File: src/sv/positional_fifo_queue_unit_defines.svh
// Assertion macros used by the queue RTL.
`ifndef POSITIONAL_FIFO_QUEUE_UNIT_DEFINES_SVH
`define POSITIONAL_FIFO_QUEUE_UNIT_DEFINES_SVH

// Same-cycle implication, muted while reset is high.
`define PFQ_ASSERT_NOW(label, clk, rst, ante, cons, msg) \
   label: assert property (@(posedge clk) disable iff (rst) (ante) |-> (cons)) \
      else $error(msg);

// Next-cycle implication, muted while reset is high.
`define PFQ_ASSERT_NEXT(label, clk, rst, ante, cons, msg) \
   label: assert property (@(posedge clk) disable iff (rst) (ante) |=> (cons)) \
      else $error(msg);

`endif

File: src/sv/pfq_pkg.sv
`default_nettype none

package pfq_pkg;

   // Request codes; codes 6 and 7 behave as peek.
   localparam logic [2:0] REQ_PUSH   = 3'd0;
   localparam logic [2:0] REQ_POP    = 3'd1;
   localparam logic [2:0] REQ_INSERT = 3'd2;
   localparam logic [2:0] REQ_DELETE = 3'd3;
   localparam logic [2:0] REQ_CLEAR  = 3'd4;
   localparam logic [2:0] REQ_PEEK   = 3'd5;

   typedef enum logic [1:0] {
      ST_OK    = 2'd0,
      ST_EMPTY = 2'd1,
      ST_FULL  = 2'd2,
      ST_RANGE = 2'd3
   } pfq_status_type;

   // Command broadcast along the cell row.
   typedef enum logic [1:0] {
      KIND_HOLD   = 2'd0,
      KIND_INSERT = 2'd1,
      KIND_DELETE = 2'd2
   } pfq_kind_type;

   localparam int TypeW   = 3;
   localparam int ValueW  = 32;
   localparam int PosW    = 4;
   localparam int CountW  = 5;
   localparam int ReqW    = 40;
   localparam int RspW    = 40;

endpackage

`default_nettype wire

File: src/sv/pfq_cell.sv
`default_nettype none

module pfq_cell
   import pfq_pkg::*;
#(
   parameter int DataW = 32,
   parameter int IdxW  = 4,
   parameter int Index = 0
) (
   input  wire logic               clock,
   input  wire pfq_kind_type       kind,
   input  wire logic [IdxW-1:0]    where,
   input  wire logic [DataW-1:0]   load_word,
   input  wire logic [DataW-1:0]   left_word,
   input  wire logic [DataW-1:0]   right_word,
   output logic      [DataW-1:0]   word_ff,
   output logic      [DataW-1:0]   word_in
);

   localparam logic [IdxW-1:0] Here = IdxW'(Index);

   always_comb begin
      word_in = word_ff;
      case (kind)
         KIND_INSERT: begin
            // take the new word at the slot, shift everything behind it back
            if (Here == where) begin
               word_in = load_word;
            end else if (Here > where) begin
               word_in = left_word;
            end
         end
         KIND_DELETE: begin
            // close the gap: the slot and all behind it pull from the right
            if (Here >= where) begin
               word_in = right_word;
            end
         end
         default: begin
            word_in = word_ff;
         end
      endcase
   end

   always_ff @(posedge clock) begin
      word_ff <= word_in;
   end

endmodule

`default_nettype wire

File: src/sv/positional_fifo_queue_unit.sv
// Channel   Dir  Handshake               Word contents (low bit first)
// req_      in   req_tvalid/req_tready   req_type[2:0] value[34:3] position[38:35]
// rsp_      out  rsp_tvalid/rsp_tready   front_value[31:0] count[36:32]
//                                        is_empty[37] status[39:38]
//
// Cycles: one request per cycle while no result word waits with rsp_tready low;
// a request's result word is loaded into the output register on the edge that
// accepts it and leaves once rsp_tready is high. The rate is set by the cell
// row, which loads, holds or shifts every entry together.
// Reset clears the entry count and the result valid flag; cell contents are
// not cleared, since only cells below the count are ever read.
// Stalls: req_tready drops only while a result word waits and rsp_tready is low.
`default_nettype none
`include "positional_fifo_queue_unit_defines.svh"

module positional_fifo_queue_unit
   import pfq_pkg::*;
#(
   parameter int DEPTH      = 16,
   parameter int DATA_WIDTH = 32
) (
   input  wire logic              clock,
   input  wire logic              reset,
   input  wire logic              req_tvalid,
   output logic                   req_tready,
   // req_type[2:0], value[34:3], position[38:35], zero pad [39]
   input  wire logic [ReqW-1:0]   req_tdata,
   output logic                   rsp_tvalid,
   input  wire logic              rsp_tready,
   // front_value[31:0], count[36:32], is_empty[37], status[39:38]
   output logic      [RspW-1:0]   rsp_tdata
);

   localparam int IdxW  = $clog2(DEPTH);
   localparam int OccW  = $clog2(DEPTH + 1);
   localparam int CmpW  = (OccW > PosW) ? OccW : PosW;
   localparam int FullW = (DATA_WIDTH > ValueW) ? DATA_WIDTH : ValueW;
   localparam int CntW  = (OccW > CountW) ? OccW : CountW;
   localparam logic [OccW-1:0] OccFull = OccW'(DEPTH);

   // unpack the request word
   logic [TypeW-1:0]  req_type;
   logic [ValueW-1:0] req_value;
   logic [PosW-1:0]   req_position;

   assign req_type     = req_tdata[TypeW-1:0];
   assign req_value    = req_tdata[TypeW+ValueW-1:TypeW];
   assign req_position = req_tdata[TypeW+ValueW+PosW-1:TypeW+ValueW];

   logic accept;
   assign accept = req_tvalid && req_tready;

   // entry count and result register
   logic [OccW-1:0]   occ_ff, occ_in;
   logic              rsp_valid_ff;
   logic [ValueW-1:0] front_ff;
   logic [CountW-1:0] count_ff;
   logic              empty_ff;
   pfq_status_type    status_ff;

   // decoded request
   pfq_kind_type      kind_c, kind_sel;
   logic [IdxW-1:0]   where_c;
   pfq_status_type    status_c;
   logic [OccW-1:0]   occ_c;
   logic [CmpW-1:0]   pos_cmp, occ_cmp;

   assign pos_cmp = CmpW'(req_position);
   assign occ_cmp = CmpW'(occ_ff);

   always_comb begin
      kind_c   = KIND_HOLD;
      where_c  = '0;
      status_c = ST_OK;
      occ_c    = occ_ff;
      unique case (req_type)
         REQ_PUSH: begin
            // append: an insert at the current count
            if (occ_ff == OccFull) begin
               status_c = ST_FULL;
            end else begin
               kind_c  = KIND_INSERT;
               where_c = IdxW'(occ_ff);
               occ_c   = occ_ff + 1'b1;
            end
         end
         REQ_POP: begin
            // drop the head: a delete at slot zero
            if (occ_ff == '0) begin
               status_c = ST_EMPTY;
            end else begin
               kind_c  = KIND_DELETE;
               occ_c   = occ_ff - 1'b1;
            end
         end
         REQ_INSERT: begin
            if (occ_ff == OccFull) begin
               status_c = ST_FULL;
            end else if (pos_cmp > occ_cmp) begin
               status_c = ST_RANGE;
            end else begin
               kind_c  = KIND_INSERT;
               where_c = IdxW'(pos_cmp);
               occ_c   = occ_ff + 1'b1;
            end
         end
         REQ_DELETE: begin
            if (occ_ff == '0) begin
               status_c = ST_EMPTY;
            end else if (pos_cmp >= occ_cmp) begin
               status_c = ST_RANGE;
            end else begin
               kind_c  = KIND_DELETE;
               where_c = IdxW'(pos_cmp);
               occ_c   = occ_ff - 1'b1;
            end
         end
         REQ_CLEAR: begin
            occ_c = '0;
         end
         default: begin
            // peek and the unused codes leave the queue alone
            occ_c = occ_ff;
         end
      endcase
   end

   // hold the cells unless a request is actually taken
   assign kind_sel = accept ? kind_c : KIND_HOLD;
   assign occ_in   = accept ? occ_c : occ_ff;

   // word to store: low DATA_WIDTH bits of the request value
   logic [FullW-1:0]      value_wide;
   logic [DATA_WIDTH-1:0] load_word;
   assign value_wide = FullW'(req_value);
   assign load_word  = value_wide[DATA_WIDTH-1:0];

   // cell row, head in cell zero
   logic [DATA_WIDTH-1:0] cell_q  [DEPTH];
   logic [DATA_WIDTH-1:0] cell_n  [DEPTH];
   logic [DATA_WIDTH-1:0] left_w  [DEPTH];
   logic [DATA_WIDTH-1:0] right_w [DEPTH];

   for (genvar i = 0; i < DEPTH; i++) begin : g_cell
      if (i == 0) begin : g_first
         assign left_w[i] = load_word;
      end else begin : g_left
         assign left_w[i] = cell_q[i-1];
      end
      if (i == DEPTH - 1) begin : g_last
         assign right_w[i] = '0;
      end else begin : g_right
         assign right_w[i] = cell_q[i+1];
      end

      pfq_cell #(
         .DataW (DATA_WIDTH),
         .IdxW  (IdxW),
         .Index (i)
      ) u_cell (
         .clock      (clock),
         .kind       (kind_sel),
         .where      (where_c),
         .load_word  (load_word),
         .left_word  (left_w[i]),
         .right_word (right_w[i]),
         .word_ff    (cell_q[i]),
         .word_in    (cell_n[i])
      );
   end

   // result fields from the state after the request
   logic [FullW-1:0] head_wide;
   logic [CntW-1:0]  count_wide;
   assign head_wide  = (occ_c != '0) ? FullW'(cell_n[0]) : '0;
   assign count_wide = CntW'(occ_c);

   always_ff @(posedge clock) begin
      if (reset) begin
         occ_ff       <= '0;
         rsp_valid_ff <= 1'b0;
      end else begin
         occ_ff <= occ_in;
         if (accept) begin
            rsp_valid_ff <= 1'b1;
         end else if (rsp_tready) begin
            rsp_valid_ff <= 1'b0;
         end
      end
   end

   // result payload: load on accept, hold otherwise
   always_ff @(posedge clock) begin
      if (accept) begin
         front_ff  <= head_wide[ValueW-1:0];
         count_ff  <= count_wide[CountW-1:0];
         empty_ff  <= (occ_c == '0);
         status_ff <= status_c;
      end
   end

   assign req_tready = !rsp_valid_ff || rsp_tready;
   assign rsp_tvalid = rsp_valid_ff;
   assign rsp_tdata  = {status_ff, empty_ff, count_ff, front_ff};

   // checks
   logic [CntW-1:0] occ_now_wide;
   assign occ_now_wide = CntW'(occ_ff);

   `PFQ_ASSERT_NOW(a_occ_bound, clock, reset, 1'b1, occ_ff <= OccFull, "count exceeds depth")
   `PFQ_ASSERT_NOW(a_rsp_matches_occ, clock, reset, rsp_valid_ff, (count_ff == occ_now_wide[CountW-1:0]) && (empty_ff == (occ_ff == '0)), "pending result disagrees with count")
   `PFQ_ASSERT_NEXT(a_refused_holds, clock, reset, accept && (status_c != ST_OK), $stable(occ_ff), "refused request changed count")
   `PFQ_ASSERT_NEXT(a_clear_empties, clock, reset, accept && (req_type == REQ_CLEAR), occ_ff == '0, "clear left entries")

endmodule

`default_nettype wire
File: config.mk
export PLATFORM = sky130hd
export DESIGN_NAME = positional_fifo_queue_unit
export DESIGN_NICKNAME = d
export VERILOG_FILES = /design/src/sv/pfq_pkg.sv /design/src/sv/pfq_cell.sv /design/src/sv/positional_fifo_queue_unit.sv
export VERILOG_INCLUDE_DIRS = /design/src /design/src/sv
export SDC_FILE = /design/constraint.sdc
export NUM_CORES = 1
export LEC_CHECK = 0
export ABC_AREA = 1
export BUFFER_PORTS_ARGS = -buffer_cell sky130_fd_sc_hd__buf_2
export CORE_ASPECT_RATIO = 1.4
export CORE_UTILIZATION = 30
export CTS_CLUSTER_SIZE = 40
export DETAILED_ROUTE_END_ITERATION = 10
export PLACE_DENSITY = 0.45
export SLEW_MARGIN = 20
export SYNTH_ARGS = -nofsm -noshare
export SYNTH_HDL_FRONTEND = slang
export SYNTH_SLANG_ARGS = --single-unit
File: constraint.sdc
create_clock -name clock -period 9.2 [get_ports clock]
set_clock_uncertainty 0.1 [all_clocks]
set_input_delay 0.46 -clock clock [delete_from_list [all_inputs] [get_ports clock]]
set_output_delay 0.46 -clock clock [all_outputs]
set_load 0.02 [all_outputs]
==> impl_metrics.ini, run 1 <==
[setup_path]
end_kind = flop
cp-start-kind = flop
crit_type = reg2reg
cp_cell_sequence = inv_1 > ha_1 > inv_1 > nor2_4 > nand2_1 > nand3_2 > nand2_2 > nand3_1 > nand2_1 > inv_1 > nor2_1 > inv_1 > ha_4 > inv_8 > nand2_1 > a21oi_4 > buf_4 > a21boi_4 > buf_4
reg2reg_depth = 19
arrival_ns = 6.30
worst-path-max-fanout = 148
required_ns = 9.41
slowest_delay_ns = 0.70
cpMostUsedCell = inv_1
cp_top_family = buffers and inverters
worst-path-stages = 19
crit_slowest_cell = a21boi_4
critPathBufInv = 7

[floorplanning]
ioPinCount = 86
die-area_sq_um = 98100
fp-row-count = 134
die_w_um = 265
die_y_um = 370
core_area_sq_um = 95700
start_util_pct = 30.4

[detailed_routing]
drtPass1Iterations = 6
drtAntennaViolNets = 0
initialDrtViolationCount = 2038
drt-total-wl_um = 91200
wl_per_cell_um = 19.9
drc = 0
vias_per_cell = 4.98
dr_total_vias = 22880

[synthesis]
synth_largest_type_area_fraction_pct = 53.7
synth_area_leader_cell = edfxtp_1
synth_area_leaders = edfxtp_1 54%, o21ai_0 13%, nand2_1 8.9%, inv_1 4.2%, a21oi_1 4.0%
netlist_area_sq_um = 29100
syn_inst = 3346
synthDistinctLibCells = 37
synth_area_per_cell_sq_um = 8.69
synth_seq_area_share_pct = 56.4
syn-num-nets = 3399
yosysWarnings = 0
synth-seq-cells = 558

[layout]
diodes = 0
layout_commonest_cell = o21ai_0
area_delta_synth_final_pct = 10.7
fill_cells = 9996
drive_gt1_share_pct = 7.82
final_cell_mix = 742 x o21ai_0, 682 x nand2_1, 520 x edfxtp_1
nNetsFinal = 3318

[cts]
cts_resized = 0
clkSinkCount = 558
clkTransAtPathRegs_ns = 0.06
cts_buffers = 58
h-tree-depth = 2
cts_tree = yes
clock_latency_ns = 0.65
root_buffer = clkbuf_16
clockBufferDepth = 3

[timing]
finalWorstSetupSlack_ns = 3.12
fin_worst_hold_slack_ns = 0.169
post-route-period-util_pct = 66.1
maxSlewViolCount = 0
hold_viol_final = 0
fmax_mhz = 164
min_period_ns = 6.08
finalSetupViolCount = 0
worst_pin_slew_ns = 1.01
setup_tns_ns = 0
rsz0062_at_grt = no
slew_headroom_pct = 32.7

[power]
power_density_nw_per_um2 = 208
ir_worst_vdd_v = 0.000135
p_leak_nw = 11.9
finalPower_mw = 6.69

[job]
cap_violations = 0

[global_routing]
first_global_vias = 22152
grt_max_degree = 191
grt_pass1_wl_um = 140000
grt_usage_pct = 18.5
grt_overflow = 0
antenna_found_initial = 6

[place]
gp_congestion = 0.795
hpwl_um = 53400
numPortBuffers = 84
pre_cts_slack_ns = 3.02

[min_path]
holdCritPathClass = in2reg
hold-path-cell-count = 4

[status]
status = finished, final reports clean
-- sequential cells by signal (all words and copies together) (netlist names) --
| signal | count |
|---|---|
| count_ff | 5 |
| empty_ff | 1 |
| front_ff | 32 |
| g_cell.u_cell.word_ff | 512 |
| occ_cmp | 5 |
| rsp_tvalid | 1 |
| status_ff | 2 |
-- tightest hold or removal path, cell delays in order --
cell     delay [ns]
buf_2          0.10
nand2_1        0.15
o21ai_0        0.11
inv_1          0.05
-- cell families (layout without fill, tap and decap cells) --
kind of cell | count (synthesis) | in the layout | share of synthesized area (%)
adders and majority gates | 9 | 9 | 0.388
buffers and inverters | 609 | 564 | 8.41
AOI/OAI and AO/OA | 1153 | 1153 | 20.3
and+or+nand+nor | 1012 | 1012 | 14.4
DFF | 558 | 558 | 56.4
xor gates and xnor gates | 5 | 5 | 0.151
-- layer usage --
metal	share of wire (%)	vias up	GRT usage (%)
met5	0.079	-	0
met3	4.5	114	2.19
li1	-	11294	-
met2	49	560	32.1
met1	45	10902	24.3
met4	2.0	10	4.52
-- per-stage QoR --
| step | instance area (sq um) | utilization (%) | cells |
|---|---|---|---|
| 5_1_grt | 32200 | 33.6 | 4593 |
| 3_3_place_gp | 30500 | 31.8 | 4495 |
| 4_1_cts | 32200 | 33.6 | 4593 |
| 3_5_place_dp | 30500 | 31.8 | 4495 |
| 2_1_floorplan | 29100 | - | 3346 |
| 6_report | 32200 | 33.6 | 4593 |
-- layout make-up --
| class | count | area (sq um) | area share [%] |
|---|---|---|---|
| clock buffer | 79 | 1560 | 4.85 |
| tap | 1292 | 1620 | 5.02 |
| multi-input combinational | 2179 | 10400 | 32.4 |
| sequential | 558 | 16400 | 50.9 |
| inverter | 337 | 1270 | 3.96 |
| timing repair buffer | 131 | 791 | 2.46 |
| clock inverter | 17 | 129 | 0.400 |
-- power by group --
group	internal (mW)	leakage, nW	total (mW)	switching [mW]
logic	0.337	5.93	1.16	0.820
clock network	1.20	0.817	2.24	1.04
registers	3.18	5.14	3.30	0.113
-- synthesized netlist by cell type, drive strengths merged --
master,count
o21ai,845
nand2,695
edfxtp,520
inv,335
a21oi,235
clkbuf,171
nor2,150
nand3,119
buf,101
dfxtp,38
nor3,35
o22ai,32
o31ai,31
nand4,12
ha,9
xor2,5
a31oi,3
o211ai,3
a22oi,2
clkinv,2
a21boi,1
and2,1
o221ai,1
-- what timing repair did --
item | in CTS | in global routing
hold endpoints to repair | 2 | 0
hold buffers | 2 | 0
setup buffers | 0 | 0
-- final timing paths --
path / start / to / slack (ns)
worst max-delay path: occ_cmp[3]$_SDFFE_PP0P_ / g_cell[2].u_cell.word_ff[3]$_DFFE_PP_ / 3.12
worst min-delay path: req_tvalid / occ_cmp[1]$_SDFFE_PP0P_ / 0.17
worst max register to register: occ_cmp[3]$_SDFFE_PP0P_ / g_cell[2].u_cell.word_ff[3]$_DFFE_PP_ / 3.12
worst min register to register: g_cell[15].u_cell.word_ff[31]$_SDFFCE_PP0P_ / g_cell[14].u_cell.word_ff[31]$_DFFE_PP_ / 0.42
(Power assumes the default switching activity.)
==> run 2: changes to the inputs <==
--- a/config.mk
+++ b/config.mk
@@ -12,7 +12,7 @@
 export CORE_UTILIZATION = 30
 export CTS_CLUSTER_SIZE = 40
 export DETAILED_ROUTE_END_ITERATION = 10
-export PLACE_DENSITY = 0.45
+export PLACE_DENSITY = 0.47
 export SLEW_MARGIN = 20
 export SYNTH_ARGS = -nofsm -noshare
 export SYNTH_HDL_FRONTEND = slang
==> constraint.sdc (replaced) <==
create_clock -name clock -period 5.2 [get_ports clock]
set_clock_uncertainty 0.1 [all_clocks]
set_input_delay 0.26 -clock clock [delete_from_list [all_inputs] [get_ports clock]]
set_output_delay 0.26 -clock clock [all_outputs]
set_load 0.02 [all_outputs]
==> impl_metrics.ini, run 2 (same netlist as run 1, synthesis figures left out) <==
[min_path]
hold-path-cell-count = 3
worstHoldStart = req_tdata[21]
holdCritPathClass = in2reg

[layout]
layout_commonest_cell = o21ai_0
utilization_pct = 33.8
design_area_sq_um = 32400
fill_cells = 9880
layoutNonFillerInstCount = 4612
seq_area_sq_um = 16400
multiInputGateArea_sq_um = 10400
drive_gt1_share_pct = 8.02
top_register = g_cell.u_cell.word_ff
nNetsFinal = 3325
biggestRegsByFlops = g_cell.u_cell.word_ff: 512 flops, front_ff: 32 flops
area_delta_synth_final_pct = 11.4
largest_register_ffs = 512
final_cell_mix = 742 x o21ai_0, 683 x nand2_1, 520 x edfxtp_1

[place]
placed_cells = 4500
pre_cts_slack_ns = 0.854
hpwl_um = 51000
gp_congestion = 0.806
place_area_sq_um = 30600
numPortBuffers = 84

[detailed_routing]
drt-total-wl_um = 79600
dr_total_vias = 22350
drtPass1Iterations = 5
wl_per_cell_um = 17.3
drtAntennaViolNets = 0
initialDrtViolationCount = 1876
vias_per_cell = 4.85
drc = 0

[power]
power_density_nw_per_um2 = 366
ir_worst_vdd_v = 0.000225
p_leak_nw = 11.9
finalPower_mw = 11.8

[cts]
cts_setup_buffers = 0
root_buffer = clkbuf_16
cts_resized = 0
cts_tree = yes
clkTransAtPathRegs_ns = 0.06
cts_buffers = 58
clock_latency_ns = 0.64
clkSinkCount = 558
h-tree-depth = 2
clockBufferDepth = 3

[timing]
hold_viol_final = 0
fmax_mhz = 229
finalWorstSetupSlack_ns = 0.836
fin_worst_hold_slack_ns = 0.0667
finalSetupViolCount = 0
rsz0062_at_grt = no
setup_tns_ns = 0
worst_pin_slew_ns = 1.06
min_period_ns = 4.36
slew_headroom_pct = 29.4
post-route-period-util_pct = 83.9
maxSlewViolCount = 0

[setup_path]
arrival_ns = 4.73
required_ns = 5.57
reg2reg_depth = 18
crit_type = reg2reg
reg2reg_slack_ns = 0.84
cp-start-kind = flop
startpoint = occ_cmp[3]$_SDFFE_PP0P_
worst-path-max-fanout = 80
timing.rr.start = occ_cmp[3]$_SDFFE_PP0P_
end_kind = flop

[floorplanning]
core_area_sq_um = 95700
die_y_um = 370
ioPinCount = 86
start_util_pct = 30.4
fp-row-count = 134
die_w_um = 265
die-area_sq_um = 98100

[global_routing]
grt_pass1_wl_um = 124000
grt_overflow = 0
grt_usage_pct = 15.9
antenna_found_initial = 9
grt_max_degree = 218
first_global_vias = 20797

[status]
status = finished, final reports clean

[job]
cap_violations = 0
run 2: metal layers:
layer / wire, um / track usage (%) / up-vias
met2: 36000 / 25.8 / 615
met5: 69 / 0 / -
met3: 4330 / 2.21 / 104
met1: 37700 / 22.3 / 10291
li1: - / - / 11326
met4: 1430 / 3.73 / 14
run 2: report_power, final:
part | leakage, nW | internal [mW] | switching [mW]
logic | 5.95 | 0.610 | 1.37
clock network | 0.852 | 2.22 | 1.81
registers | 5.14 | 5.63 | 0.200
run 2: path summary, 6_finish.rpt:
check | endpoint
worst max register to register | g_cell[7].u_cell.word_ff[2]$_DFFE_PP_
worst min-delay path | g_cell[12].u_cell.word_ff[18]$_DFFE_PP_
worst max-delay path | g_cell[7].u_cell.word_ff[2]$_DFFE_PP_
worst min register to register | g_cell[14].u_cell.word_ff[30]$_DFFE_PP_
run 2: repair_timing:
item | 4_1_cts | 5_1_grt
endpoints found under the hold margin | 7 | 0
setup endpoints to repair | 0 | 0
hold buffers | 4 | 0
run 2: final cells by class:
class,count,area share [%]
multi-input cells,2179,32.2
inverters,337,3.93
repair buffers,138,2.88
well taps,1292,4.99
clock inverters,27,0.630
flip-flops and latches,558,50.6
diodes,2,0.0155
clock buffers,79,4.79
run 2: critical path, stage by stage, from the launching register on:
cell	delay, ns
dfxtp_1	0.50
inv_1	0.18
ha_1	0.30
inv_1	0.09
nor2_4	0.04
nand2_1	0.11
nand3_2	0.12
nand2_2	0.14
nand3_1	0.11
nand2_1	0.11
inv_1	0.07
nor2_1	0.16
inv_1	0.09
ha_4	0.21
inv_8	0.07
buf_4	0.56
buf_4	0.71
o21ai_0	0.20
o21ai_0	0.20
==> run 3: changes to the inputs <==
==> constraint.sdc (replaced) <==
create_clock -name clock -period 4 [get_ports clock]
set_clock_uncertainty 0.1 [all_clocks]
set_input_delay 0.2 -clock clock [delete_from_list [all_inputs] [get_ports clock]]
set_output_delay 0.2 -clock clock [all_outputs]
set_load 0.02 [all_outputs]
==> impl_metrics.ini, run 3 (same netlist as run 1, synthesis figures left out) <==
[status]
status = finished, final reports clean

[setup_path]
startpoint = occ_cmp[1]$_SDFFE_PP0P_
reg2reg_slack_ns = 0.37
reg2reg_depth = 16
timing.rr.start = occ_cmp[1]$_SDFFE_PP0P_
worst-path-max-fanout = 221
cp-start-kind = flop
reg2reg_to = g_cell[8].u_cell.word_ff[20]$_DFFE_PP_
required_ns = 4.26
end_kind = flop
arrival_ns = 3.90
crit_type = reg2reg

[place]
hpwl_um = 52400
gp_congestion = 0.791
numPortBuffers = 84
place_area_sq_um = 31000

[layout]
area_delta_synth_final_pct = 13.9
largest_register_ffs = 512
final_cell_mix = 742 x o21ai_0, 681 x nand2_1, 520 x edfxtp_1
design_area_sq_um = 33100
drive_gt1_share_pct = 8.80
fill_cells = 9905
biggestRegsByFlops = g_cell.u_cell.word_ff: 512 flops, front_ff: 32 flops
nNetsFinal = 3370
layout_commonest_cell = o21ai_0
top_register = g_cell.u_cell.word_ff

[power]
p_switching_mw = 4.45
clkPwrFrac_pct = 34.1
comb_power_share_pct = 17.2
p_int_mw = 11.1
switching_share_pct = 28.6
p_seq_share_pct = 48.7
ir_worst_vdd_v = 0.000302
power_density_nw_per_um2 = 470
p_leak_nw = 12.3

[global_routing]
antenna_found_initial = 3
grt_max_degree = 222
grt_overflow = 0
first_global_vias = 21293
grt_usage_pct = 16.7
grt_pass1_wl_um = 130000

[min_path]
hold-path-cell-count = 3
min_to = g_cell[12].u_cell.word_ff[26]$_DFFE_PP_
holdCritPathClass = in2reg
worstHoldStart = req_tdata[29]

[floorplanning]
die_y_um = 370
ioPinCount = 86
core_area_sq_um = 95700
die_w_um = 265
die-area_sq_um = 98100
start_util_pct = 30.4
fp-row-count = 134

[timing]
fin_worst_hold_slack_ns = 0.0422
hold_viol_final = 0
maxSlewViolCount = 0
rsz0062_at_grt = no
post-route-period-util_pct = 90.8
min_period_ns = 3.63
fmax_mhz = 275
finalSetupViolCount = 0
worst_pin_slew_ns = 0.975
slew_headroom_pct = 35.0
setup_tns_ns = 0

[cts]
h-tree-depth = 2
clkTransAtPathRegs_ns = 0.06
clkSinkCount = 558
cts_setup_buffers = 0
root_buffer = clkbuf_16
clockBufferDepth = 3
clock_latency_ns = 0.63
cts_buffers = 57
cts_tree = yes

[detailed_routing]
vias_per_cell = 4.85
dr_total_vias = 22568
drtAntennaViolNets = 0
wl_per_cell_um = 17.7
initialDrtViolationCount = 1846
routed.top_layer = met5
wl_met2_um = 38200
dr_wl_met3_um = 3500
drc = 0
wl_met1_um = 39400
drtPass1Iterations = 5
drt-total-wl_um = 82500

[job]
cap_violations = 0
-- run 3: power groups by stage --
stage | Sequential, mW | Clock (mW) | Combinational, mW
after floorplan | 7.73 | 0 | 1.76
after global placement | 7.68 | 0 | 2.64
after detailed placement | 7.69 | 0 | 2.69
after CTS | 7.58 | 5.49 | 2.72
after global routing | 7.65 | 5.66 | 3.09
final | 7.57 | 5.31 | 2.68
-- run 3: worst max-delay path, cell delays in order (launching register included) --
cell     delay (ns)
dfxtp_1        0.41
inv_1          0.15
ha_1           0.29
nand2_1        0.06
inv_1          0.05
nand3_1        0.15
inv_1          0.07
nor2_2         0.20
nand3_1        0.12
nand2_1        0.17
nand2_1        0.10
inv_1          0.11
ha_4           0.27
buf_12         0.60
a21oi_1        0.07
o21ai_0        0.13
o21ai_0        0.11
-- run 3: layer usage --
layer | up-vias | track usage (%)
met5 | - | 0
met4 | 4 | 3.61
met3 | 87 | 1.88
met2 | 490 | 27.2
met1 | 10580 | 23.7
li1 | 11407 | -
-- run 3: through the flow --
step / util (%) / cells / total power [mW] / setup WS, ns
4_1_cts: 34.6 / 4654 / 15.8 / 0.343
5_1_grt: 34.6 / 4655 / 16.4 / 0.0151
6_report: 34.6 / 4655 / 15.6 / 0.367
3_3_place_gp: 32.4 / 4520 / 10.3 / 0.207
2_1_floorplan: - / 3346 / 9.49 / 0.00117
3_5_place_dp: 32.4 / 4521 / 10.4 / 0.340
-- run 3: area by class of cell --
type | count | area, sq um | share of cell area [%]
antenna | 1 | 2.50 | 0.00756
clock buffer | 81 | 1580 | 4.77
clock inverter | 23 | 199 | 0.601
inverter | 337 | 1280 | 3.88
multi-input combinational | 2179 | 10400 | 31.5
sequential | 558 | 16400 | 49.5
tap | 1292 | 1620 | 4.89
timing repair buffer | 184 | 1610 | 4.85
-- run 3: worst max-delay path by stage --
| stage | end | slack (ns) | cells after the start |
|---|---|---|---|
| 4_1_cts | g_cell[3].u_cell.word_ff[10]$_DFFE_PP_ | 0.34 | 18 |
| 2_1_floorplan | g_cell[2].u_cell.word_ff[0]$_DFFE_PP_ | 0.001 | 19 |
| 3_3_place_gp | g_cell[6].u_cell.word_ff[8]$_DFFE_PP_ | 0.21 | 16 |
| 3_5_place_dp | g_cell[3].u_cell.word_ff[10]$_DFFE_PP_ | 0.34 | 18 |
| 6_report | g_cell[8].u_cell.word_ff[20]$_DFFE_PP_ | 0.37 | 16 |
| 5_1_grt | g_cell[10].u_cell.word_ff[22]$_DFFE_PP_ | 0.02 | 16 |
-- run 3: repair_timing --
action,in CTS,in global routing
resized for setup,0,1
setup endpoints to repair,0,17
endpoints found under the hold margin,109,0
hold buffers,29,0
